**src/rtl/led_matrix_bitplane_scanner_assert.svh**
```systemverilog
// ----------------------------------------------------------------------------
// led_matrix_bitplane_scanner_assert.svh
// assertion macros shared by the scanner rtl
// ----------------------------------------------------------------------------
`ifndef LED_MATRIX_BITPLANE_SCANNER_ASSERT_SVH
`define LED_MATRIX_BITPLANE_SCANNER_ASSERT_SVH

// same-cycle implication, sampled on clk_i, off while rst_ni is low
`define LMBS_ASSERT_NOW(lbl, ante, cons, msg) \
  lbl: assert property (@(posedge clk_i) disable iff (!rst_ni) (ante) |-> (cons)) \
    else $error(msg);

// next-cycle implication
`define LMBS_ASSERT_NXT(lbl, ante, cons, msg) \
  lbl: assert property (@(posedge clk_i) disable iff (!rst_ni) (ante) |=> (cons)) \
    else $error(msg);

`endif

```
**src/rtl/lmbs_pkg.sv**
```systemverilog
// ----------------------------------------------------------------------------
// lmbs_pkg
// types and constants of the led matrix bit-plane scanner
// ----------------------------------------------------------------------------
`timescale 1ns / 1ps
`default_nettype none

package lmbs_pkg;

  // rows held per plane in the frame store
  localparam int unsigned StoreRows = 16;

  localparam logic [7:0] RstPeriodP0  = 8'd2;
  localparam logic [7:0] RstPeriodP1  = 8'd8;
  localparam logic [7:0] RstPeriodP2  = 8'd20;
  localparam logic [7:0] RstStartup   = 8'h20;

  typedef enum logic {
    CMD_TICK  = 1'b0,
    CMD_WRITE = 1'b1
  } cmd_e;

  typedef enum logic [1:0] {
    REG_PERIOD_P0 = 2'd0,
    REG_PERIOD_P1 = 2'd1,
    REG_PERIOD_P2 = 2'd2,
    REG_STARTUP   = 2'd3
  } cfg_idx_e;

  typedef struct packed {
    cmd_e        cmd;
    logic [1:0]  write_plane;
    logic [3:0]  write_row;
    logic [15:0] write_word;
  } in_t;

  typedef struct packed {
    logic [15:0] column_bits;
    logic        chain_reset;
    logic        first_chain_data;
    logic        second_chain_data;
    logic [3:0]  shown_row;
    logic [1:0]  shown_plane;
  } out_t;

  // row step as seen by the tick now offered
  typedef struct packed {
    logic       fire;
    logic       first;
    logic       second;
    logic [3:0] row;
    logic [1:0] plane;
  } step_t;

endpackage

`default_nettype wire

```
**src/rtl/lmbs_ram.sv**
```systemverilog
// ----------------------------------------------------------------------------
// lmbs_ram
// generic single-write single-read ram with registered read data
// ----------------------------------------------------------------------------
`timescale 1ns / 1ps
`default_nettype none

module lmbs_ram #(
  parameter int unsigned WIDTH = 16,
  parameter int unsigned DEPTH = 48,
  localparam int unsigned AW = (DEPTH > 1) ? $clog2(DEPTH) : 1
) (
  input  wire logic             clk_i,
  input  wire logic             we_i,
  input  wire logic [AW-1:0]    waddr_i,
  input  wire logic [WIDTH-1:0] wdata_i,
  input  wire logic             re_i,
  input  wire logic [AW-1:0]    raddr_i,
  output logic      [WIDTH-1:0] rdata_o
);

  logic [WIDTH-1:0] mem_q [DEPTH];
  logic [WIDTH-1:0] rdata_q;

  always_ff @(posedge clk_i) begin
    if (we_i) begin
      mem_q[waddr_i] <= wdata_i;
    end
    if (re_i) begin
      rdata_q <= mem_q[raddr_i];
    end
  end

  assign rdata_o = rdata_q;

endmodule

`default_nettype wire

```
**src/rtl/lmbs_ctrl.sv**
```systemverilog
// ----------------------------------------------------------------------------
// lmbs_ctrl
// tick, row and plane counters with the period registers
// ----------------------------------------------------------------------------
`timescale 1ns / 1ps
`default_nettype none

module lmbs_ctrl #(
  parameter int unsigned PLANES             = 3,
  parameter int unsigned ROWS               = 16,
  parameter int unsigned SECOND_CHAIN_START = 8
) (
  input  wire logic                clk_i,
  input  wire logic                rst_ni,
  input  wire logic                tick_acc_i,
  input  wire logic                cfg_we_i,
  input  wire lmbs_pkg::cfg_idx_e  cfg_idx_i,
  input  wire logic [7:0]          cfg_data_i,
  output lmbs_pkg::step_t          step_o
);
  import lmbs_pkg::*;

  logic [7:0] tick_q, tick_d;
  logic [7:0] period_q, period_d;
  logic [3:0] row_q, row_d;
  logic [1:0] plane_q, plane_d;
  logic [7:0] per_p0_q, per_p1_q, per_p2_q;

  logic       fire;
  logic       first;
  logic [1:0] plane_inc;
  logic [1:0] plane_nxt;
  logic [7:0] plane_per;

  assign fire      = (tick_q == period_q);
  assign first     = (row_q == 4'd0);
  assign plane_inc = plane_q + 2'd1;
  assign plane_nxt = (plane_inc >= 2'(PLANES)) ? 2'd0 : plane_inc;

  always_comb begin
    unique case (plane_nxt)
      2'd0:    plane_per = per_p0_q;
      2'd1:    plane_per = per_p1_q;
      default: plane_per = per_p2_q;
    endcase
  end

  always_comb begin
    step_o.fire   = fire;
    step_o.first  = first;
    step_o.second = !first && (row_q == 4'(SECOND_CHAIN_START));
    step_o.row    = row_q;
    step_o.plane  = first ? plane_nxt : plane_q;
  end

  always_comb begin
    tick_d   = tick_q;
    row_d    = row_q;
    plane_d  = plane_q;
    period_d = period_q;
    if (cfg_we_i && (cfg_idx_i == REG_STARTUP)) begin
      period_d = cfg_data_i;
    end else if (tick_acc_i) begin
      if (fire) begin
        tick_d = 8'd0;
        row_d  = (row_q == 4'(ROWS - 1)) ? 4'd0 : row_q + 4'd1;
        if (first) begin
          plane_d  = plane_nxt;
          period_d = plane_per;
        end
      end else begin
        tick_d = tick_q + 8'd1;
      end
    end
  end

  always_ff @(posedge clk_i or negedge rst_ni) begin
    if (!rst_ni) begin
      tick_q   <= 8'd0;
      row_q    <= 4'd0;
      plane_q  <= 2'd0;
      period_q <= RstStartup;
    end else begin
      tick_q   <= tick_d;
      row_q    <= row_d;
      plane_q  <= plane_d;
      period_q <= period_d;
    end
  end

  always_ff @(posedge clk_i or negedge rst_ni) begin
    if (!rst_ni) begin
      per_p0_q <= RstPeriodP0;
      per_p1_q <= RstPeriodP1;
      per_p2_q <= RstPeriodP2;
    end else if (cfg_we_i) begin
      unique case (cfg_idx_i)
        REG_PERIOD_P0: per_p0_q <= cfg_data_i;
        REG_PERIOD_P1: per_p1_q <= cfg_data_i;
        REG_PERIOD_P2: per_p2_q <= cfg_data_i;
        // startup value only lives on in period_q
        REG_STARTUP:   ;
      endcase
    end
  end

`include "led_matrix_bitplane_scanner_assert.svh"

  `LMBS_ASSERT_NOW(a_plane_rng, 1'b1, 32'(plane_q) < PLANES,
                   "plane counter beyond plane count")
  `LMBS_ASSERT_NOW(a_row_rng, 1'b1, 32'(row_q) < ROWS,
                   "row counter beyond row count")
  `LMBS_ASSERT_NXT(a_step_adv, tick_acc_i && fire && !cfg_we_i,
                   (tick_q == 8'd0) && (row_q != $past(row_q)),
                   "row step did not clear tick and advance row")

endmodule

`default_nettype wire

```
**src/rtl/led_matrix_bitplane_scanner.sv**
```systemverilog
// ----------------------------------------------------------------------------
// led_matrix_bitplane_scanner
// 16-row led matrix scanner with bit-plane frame store and binary code
// modulation
// ----------------------------------------------------------------------------
// Input requests (in_valid_i / in_stall_o) are either a frame word write or
// one prescaled timer tick. A tick that reaches the current period fires a
// row step, which produces one output request (out_valid_o / out_stall_i)
// with the column word for the shown plane and row plus the row-chain pulses.
// Other ticks and all writes produce nothing.
// Throughput: one request per clock while in_stall_o is low. A row step
// appears on the output in the cycle after its tick is taken, through the
// registered read port of the frame store ram.
// Config writes (cfg_valid_i / cfg_ready_o) are always taken
// and must only be issued while the block is idle.
// Reset: counters clear, periods load their defaults and every frame word
// reads as zero until written (per-entry valid flops, no clearing pass).
// A stalled output holds its result; writes and non-firing ticks are still
// taken meanwhile, only a tick that would fire another step is stalled.
// ----------------------------------------------------------------------------
`timescale 1ns / 1ps
`default_nettype none

module led_matrix_bitplane_scanner #(
  parameter int unsigned PLANES             = 3,
  parameter int unsigned ROWS               = 16,
  parameter int unsigned SECOND_CHAIN_START = 8
) (
  input  wire logic           clk_i,
  input  wire logic           rst_ni,
  input  wire logic           in_valid_i,
  output logic                in_stall_o,
  input  wire lmbs_pkg::in_t  in_data_i,
  output logic                out_valid_o,
  input  wire logic           out_stall_i,
  output lmbs_pkg::out_t      out_data_o,
  input  wire logic           cfg_valid_i,
  output logic                cfg_ready_o,
  input  wire logic [1:0]     cfg_index_i,
  input  wire logic [7:0]     cfg_data_i
);
  import lmbs_pkg::*;

  localparam int unsigned DEPTH = PLANES * StoreRows;
  localparam int unsigned AW    = (DEPTH > 1) ? $clog2(DEPTH) : 1;

  step_t          step;
  logic           in_acc;
  logic           tick_acc;
  logic           step_acc;
  logic           wr_acc;
  logic [5:0]     wr_full;
  logic [5:0]     rd_full;
  logic [AW-1:0]  wr_addr;
  logic [AW-1:0]  rd_addr;
  logic [15:0]    rdata;

  logic [DEPTH-1:0] vld_q;
  logic             rd_vld_q;
  logic             out_vld_q, out_vld_d;
  step_t            meta_q;

  assign cfg_ready_o = 1'b1;

  assign in_stall_o = out_vld_q && out_stall_i && (in_data_i.cmd == CMD_TICK) && step.fire;
  assign in_acc     = in_valid_i && !in_stall_o;
  assign tick_acc   = in_acc && (in_data_i.cmd == CMD_TICK);
  assign step_acc   = tick_acc && step.fire;
  assign wr_acc     = in_acc && (in_data_i.cmd == CMD_WRITE)
                      && (32'(in_data_i.write_plane) < PLANES);

  assign wr_full = {in_data_i.write_plane, in_data_i.write_row};
  assign rd_full = {step.plane, step.row};
  assign wr_addr = wr_full[AW-1:0];
  assign rd_addr = rd_full[AW-1:0];

  lmbs_ctrl #(
    .PLANES             (PLANES),
    .ROWS               (ROWS),
    .SECOND_CHAIN_START (SECOND_CHAIN_START)
  ) u_ctrl (
    .clk_i      (clk_i),
    .rst_ni     (rst_ni),
    .tick_acc_i (tick_acc),
    .cfg_we_i   (cfg_valid_i && cfg_ready_o),
    .cfg_idx_i  (cfg_idx_e'(cfg_index_i)),
    .cfg_data_i (cfg_data_i),
    .step_o     (step)
  );

  lmbs_ram #(
    .WIDTH (16),
    .DEPTH (DEPTH)
  ) u_store (
    .clk_i   (clk_i),
    .we_i    (wr_acc),
    .waddr_i (wr_addr),
    .wdata_i (in_data_i.write_word),
    .re_i    (step_acc),
    .raddr_i (rd_addr),
    .rdata_o (rdata)
  );

  // entries never written read back as zero
  always_ff @(posedge clk_i or negedge rst_ni) begin
    if (!rst_ni) begin
      vld_q <= '0;
    end else if (wr_acc) begin
      vld_q[wr_addr] <= 1'b1;
    end
  end

  always_comb begin
    priority if (step_acc) begin
      out_vld_d = 1'b1;
    end else if (out_stall_i) begin
      out_vld_d = out_vld_q;
    end else begin
      out_vld_d = 1'b0;
    end
  end

  always_ff @(posedge clk_i or negedge rst_ni) begin
    if (!rst_ni) begin
      out_vld_q <= 1'b0;
    end else begin
      out_vld_q <= out_vld_d;
    end
  end

  always_ff @(posedge clk_i) begin
    if (step_acc) begin
      meta_q   <= step;
      rd_vld_q <= vld_q[rd_addr];
    end
  end

  assign out_valid_o = out_vld_q;

  always_comb begin
    out_data_o.column_bits       = rd_vld_q ? rdata : 16'd0;
    out_data_o.chain_reset       = meta_q.first || meta_q.second;
    out_data_o.first_chain_data  = meta_q.first;
    out_data_o.second_chain_data = meta_q.second;
    out_data_o.shown_row         = meta_q.row;
    out_data_o.shown_plane       = meta_q.plane;
  end

`include "led_matrix_bitplane_scanner_assert.svh"

  `LMBS_ASSERT_NOW(a_no_overrun, out_vld_q && out_stall_i, !step_acc,
                   "row step taken over a held result")
  `LMBS_ASSERT_NOW(a_chain_bits, out_vld_q,
                   !(meta_q.first && meta_q.second) && (meta_q.first == (meta_q.row == 4'd0)),
                   "chain pulses inconsistent with row")
  `LMBS_ASSERT_NOW(a_meta_fire, out_vld_q, meta_q.fire,
                   "held result not captured from a firing tick")
  `LMBS_ASSERT_NXT(a_wr_valid, wr_acc, vld_q[$past(wr_addr)],
                   "written entry not marked valid")

endmodule

`default_nettype wire

```
**config.mk**
```make
export PLATFORM = sky130hd
export DESIGN_NAME = led_matrix_bitplane_scanner
export DESIGN_NICKNAME = d
export VERILOG_FILES = /design/src/rtl/lmbs_pkg.sv /design/src/rtl/lmbs_ram.sv /design/src/rtl/lmbs_ctrl.sv /design/src/rtl/led_matrix_bitplane_scanner.sv
export VERILOG_INCLUDE_DIRS = /design/src /design/src/rtl
export SDC_FILE = /design/constraint.sdc
export NUM_CORES = 1
export LEC_CHECK = 0
export ABC_AREA = 1
export BUFFER_PORTS_ARGS = -buffer_cell sky130_fd_sc_hd__clkbuf_2
export CAP_MARGIN = 30
export CORE_MARGIN = 4
export CORE_UTILIZATION = 50
export DETAILED_ROUTE_END_ITERATION = 16
export GPL_TIMING_DRIVEN = 0
export HOLD_SLACK_MARGIN = 0.06
export PLACE_DENSITY_LB_ADDON = 0.25
export SETUP_SLACK_MARGIN = 0.05
export SYNTH_ARGS = -nofsm -noshare
export SYNTH_HDL_FRONTEND = slang
export SYNTH_SLANG_ARGS = --single-unit
```
**constraint.sdc**
```tcl
create_clock -name clk_i -period 2.3 [get_ports clk_i]
set_input_delay 0.46 -clock clk_i [delete_from_list [all_inputs] [get_ports clk_i]]
set_output_delay 0.46 -clock clk_i [all_outputs]
set_load 0.1 [all_outputs]
```
# Yosys cells after proc, flatten, opt, wreduce, memory -nomap -nowiden
# Memories as Yosys holds them, arrays and structs flattened. A register that Yosys moved wholly into a read port is not among the register bits.
# Index checks and enable logic that the tools add are counted.
# totals
register_bits,104
wordCells,78
ram_bits,768
memories,1
# mem_list
memory,depth,width,rd,rd_clocked_by_memory_dff,write_ports,line_no,source
u_store.mem_q,48,16,1,1,1,lmbs_ram.sv:22,logic [WIDTH-1:0] mem_q [DEPTH];
# op_classes
n_bitwise,3
n_eq_ne,8
n_lt_le_gt_ge,5
reduce_logical,26
n_addsub,3
mux,18
# op_table
cell,n
$or A48 B48 Y48,1
$mux W8,5
$mux W16,1
$pmux W8 S2,1
$lt A6 B7 Y1 const B,2
$logic_and A1 B1 Y1,11
$add A8 B1 Y8 const B,1
$eq A4 B4 Y1 const B,2
$eq A8 B8 Y1,1
$reduce_and A2 Y1,4
$bmux W1 S6,1
$demux W1 S6,1
$ge A6 B1 Y1 const B,1
$mux W1,6
$reduce_and A3 Y1,2
$reduce_bool A2 Y1,3
$add A4 B1 Y4 const B,1
$eq A2 B1 Y1 const B,2
$eq A2 B2 Y1 const B,2
$logic_not A2 Y1,2
$logic_not A4 Y1,1
$mux W2,2
$mux W4,1
$add A2 B1 Y2 const B,1
other kinds (6),8

# Longest topological paths before layout
# logic_depth
ltp_word,9
mapped_depth,16
mapped_depth_nobuf,11

# Cells and area by module
# From an unflattened synthesis, not the netlist that was laid out.
# unflattened
cells_unflattened,3179
area_unflattened_um2,36646.4
# by_module_without_submodules
module,n_inst,area_each_um2,cells_per_inst
lmbs_ram,1,31591.5,2576
led_matrix_bitplane_scanner,1,2682.6,303
lmbs_ctrl,1,2372.3,300

# Worst setup path after synthesis
# No wires, ideal clock.
# synth_timing
path_kind,register -> output
startpoint,"register out_vld_q, in the netlist out_valid_o"
endpoint,output in_stall_o
stages_incl_launch_ff,5
setup_slack_ps,-160
t_arrival_ps,2000
n_path_buf,0
path_cell_list,dfrtp_1 > inv_1 > nor3_1 > nand3_1 > inv_1
# synth_between
elab_chain_cells,3
# synth_rtl
element,line_no,source
start: declaration,led_matrix_bitplane_scanner.sv:60,"logic out_vld_q, out_vld_d;"
start signal: assignment,led_matrix_bitplane_scanner.sv:127,out_vld_q <= out_vld_d;
$logic_and A1 B1 Y1 (3 in a row),led_matrix_bitplane_scanner.sv:65,assign in_stall_o = out_vld_q && out_stall_i && (in_data_i.cmd == CMD_TICK) && step.fire;
end: declaration,led_matrix_bitplane_scanner.sv:32,"output logic in_stall_o,"
# No other way between the ends.

# Worst setup path after layout
# layout_timing
startpoint,register u_ctrl.row_q[1]
endpoint,"register u_store.rdata_q[12], in the netlist u_store.rdata_o[12], read port of u_store.mem_q, data pin"
# layout_between
elab_chain_cells,2
# layout_rtl
element,line_no,source
start: declaration,lmbs_ctrl.sv:25,"logic [3:0] row_q, row_d;"
start signal: assignment,lmbs_ctrl.sv:85,row_q <= row_d;
$logic_not A4 Y1,lmbs_ctrl.sv:36,assign first = (row_q == 4'd0);
$mux W2,n/a,
end: declaration,lmbs_ram.sv:23,logic [WIDTH-1:0] rdata_q;
# Parallel ways exist; a longest one is shown, timed or not.
# A chain may end at the register's enable or synchronous reset.

==> reports/results.ini <==
[status]
status = finished, violations left
violations = setup timing

[worst_hold_path]
holdCritStartpoint = cfg_data_i[4]
hold_path_class = input pin to flip-flop
hold_path_depth = 3
hold_path_end = u_ctrl.per_p2_q[4]

[pwr]
leakage_nw = 16.7
power_mw = 51.6
p_per_area_mw_per_mm2 = 1170
p_sw_share_pct = 37.8
intPower_mw = 32.1
p_switching_mw = 19.5
clkPwrFrac_pct = 28.2
p_comb_share_pct = 36.2
share_seq_of_total_power_pct = 35.6
ir_worst_vdd_mv = 0.746

[timing]
skew_ns = 0.0350
finalCriticalPeriod_ns = 2.43
fmax_ghz = 0.411
hold_ws_ns = 0.0858
worst_pin_slew_ns = 0.915
fin_ws_ns = -0.132
hold_violations = 0
slew_viol_final = 0
setup_viol = 18
period_share_pct = 106
tns_ns = -1.57
slew_headroom_pct = 39.0
rsz0062_at_grt = true

[floorplanning]
dieArea_sq_mm = 0.0779
fp.dieW_um = 279
die_h_um = 279
placementRows = 99
initial_core_util_pct = 50.4
ios = 66
core_sq_mm = 0.0728

[detailed_routing]
drt_iter0_drc = 3541
vias_per_cell = 5.85
final_antenna_net_count = 0
drcViolationCount = 0
wl_per_cell_um = 25.7
drt-pass1-iter-count = 8
vias = 27000
totalWireLength_um = 119000

[logic_synthesis]
synthTopCellsByCount = edfxtp_1, nand2_1, nor2_1
synth.avg_cell_area_sq_um = 11.0
syn_inst = 3329
yosysWarnings = 0
async_flop_share_pct = 10.7
synth_edf_count = 793
synth_most_common_cell = edfxtp_1
synth_top_area_share_pct = 64.8
synth-seq-cells = 888
synthDistinctLibCells = 33
yosys-top-cells-area = edfxtp_1, nand2_1, dfrtp_1
netlist_area_sq_mm = 0.0367
yosysTopAreaCell = edfxtp_1
ys_seq_area_share_pct = 71.3
synth_flop_cell = edfxtp_1
syn_nets = 3370

[grt]
use_met3_pct = 6.76
grt_usage_pct = 29.9
antenna_found_initial = 5
grt_pass1_wl_um = 170000
grt_pass1_vias = 25500
met2_usage_pct = 46.0
gr-usage-met1_pct = 40.7
grt_start_max_net_pins = 60
top_usage_layer = met2
overflow = 0

[layout]
area_growth_pct = 19.6
regArea_sq_mm = 0.0262
drive_gt1_share_pct = 18.4
fillers = 5797
multi_input_area_sq_mm = 0.00988
n_antenna_cell = 0
finalNetCount = 3626

[clock_tree]
insertion_delay_ns = 0.67
cts_htree_levels = 3
clockRootBuffer = clkbuf_16
cts.sinks = 888
path_clk_slew_ns = 0.06
cts_tree = done
clk_path_buf_depth = 3
cts_buffers = 91

[critical_path]
slowest_stage = dfrtp_2
r2r-end = u_store.rdata_o[12]
end_kind = flip-flop
cpMostUsedCell = nand2_1
rr_startpoint = u_ctrl.row_q[1]
ff2ff_setup_slack_ns = -0.13
start_kind = flip-flop
critPathRequiredTime_ns = 2.72
reg2reg_depth = 9
critPathKind = flip-flop to flip-flop
path_max_fanout = 10
cp.arrival_ns = 2.86
path_cells = buf_2, clkbuf_2, nor2_1, o21ai_0, o211ai_1, nand3_1, nand2_1, nand2_1, nand2_2
slowest_delay_ns = 0.49

[flow_run]
cap_violations = 0

[placement]
dp_hpwl_um = 80800
io_buffers = 64
gp_congestion = 0.978

## sequential cells by signal, summed over array words and instances, names as in the netlist
name,flops
u_ctrl.per_p1_q,8
u_ctrl.period_q,8
u_store.mem_q,768
u_store.rdata_o,16
vld_q,48
u_ctrl.per_p0_q,8
u_ctrl.plane_q,2
u_ctrl.per_p2_q,8
out_valid_o,1
out_data_o,8
u_ctrl.tick_q,8
rd_vld_q,1
u_ctrl.row_q,4
## power groups by stage
stage | Clock, mW | Combinational (mW) | Sequential, mW
after global routing | 15.2 | 19.6 | 18.4
after detailed placement | 0 | 14.3 | 18.7
after floorplan | 0 | 8.14 | 18.7
after global placement | 0 | 14.0 | 18.7
final | 14.5 | 18.7 | 18.4
after CTS | 14.6 | 17.0 | 18.4
## cell families (layout without fill, tap and decap cells)
kind of cell / Yosys count / after routing / synth area share (%)
simple gates: 1599 / 1599 / 17.5
flops: 888 / 888 / 71.3
compound gates: 469 / 469 / 6.78
buf+inv: 365 / 698 / 4.20
xor+xnor: 4 / 4 / 0.0954
fa+ha+maj: 3 / 3 / 0.102
other cells: 1 / 1 / 0.0102
## placed cells by master (no fill, tap or decap), types with 14 or more instances in the layout
cell type  synthesis  routed
a21oi_1           78      73
buf_12             0      27
buf_2             75      56
buf_4             15      61
buf_8              0      33
clkbuf_1          73      54
clkbuf_16          0      95
clkbuf_2           0      72
clkbuf_4           0      18
clkinv_1           1      23
clkinv_2           0      22
dfrtp_1           90      85
edfxtp_1         793     793
inv_1            171     164
nand2_1          747     681
nand2_2            1      57
nand3_1          264     235
nand3_2            0      16
nand3_4            1      14
nor2_1           552     471
nor2_2             1      52
nor2_4             0      30
o211ai_1          40      40
o21ai_0          328     317
o21ai_1           11      20
or2_2             26      26
## final cells by class
class | count | share of cell area (%)
clock inverters | 62 | 1.23
repair buffers | 169 | 4.35
clock buffers | 108 | 5.43
inverters | 178 | 1.53
multi-input cells | 2076 | 22.5
flip-flops and latches | 888 | 59.6
well taps | 959 | 2.73
plain buffers | 181 | 2.59
## metal layers
metal  part of all wire (%)  up-vias  wire length [um]
met1                     38    13100             44600
met3                     12      341             14200
met5                  0.012        -                14
li1                       -    11900                 -
met4                    5.5        2              6490
met2                     45     1723             53400
## how the worst max path moves through the flow
stage,start,to,slack (ns),cells past startpoint
2_1_floorplan,u_ctrl.row_q[0],u_store.rdata_o[6],0.07,16
3_3_place_gp,in_data_i[20],u_store.mem_q[27][2],-1.27,6
3_5_place_dp,u_ctrl.row_q[1],u_store.rdata_o[6],-1.25,12
4_1_cts,u_ctrl.row_q[1],u_store.rdata_o[11],-0.06,13
5_1_grt,u_ctrl.row_q[0],u_store.rdata_o[9],-0.17,14
6_report,u_ctrl.row_q[1],u_store.rdata_o[12],-0.13,9
## metrics by stage
stage / utilization, % / cells / setup WS (ns) / cell area, sq um
final: 60.3 / 4621 / -0.132 / 43900
after global routing: 60.3 / 4621 / -0.173 / 43900
after CTS: 59.7 / 4611 / -0.0584 / 43500
after detailed placement: 54.1 / 4408 / -1.25 / 39400
after global placement: 52.6 / 4352 / -1.27 / 38300
after floorplan: - / 3329 / 0.0743 / 36800
## repair_timing
| item | 4_1_cts | 5_1_grt |
|---|---|---|
| hold endpoints to repair | 33 | 0 |
| hold buffers | 3 | 0 |
| setup endpoints to repair | 46 | 190 |
| pin swaps | 46 | 38 |
| gates resized for setup | 270 | 109 |
| cloned | 1 | 1 |
| buffers inserted | 34 | 10 |
## critical path: cells and delay by family, from the launching register on
kind / cells / cell delay, ns
buffers and inverters: 2 / 0.86
flip-flops: 1 / 0.49
AO/OA/AOI/OAI: 2 / 0.33
AND/OR/NAND/NOR: 5 / 0.50
Note: power is estimated with default switching activity, not from simulation.
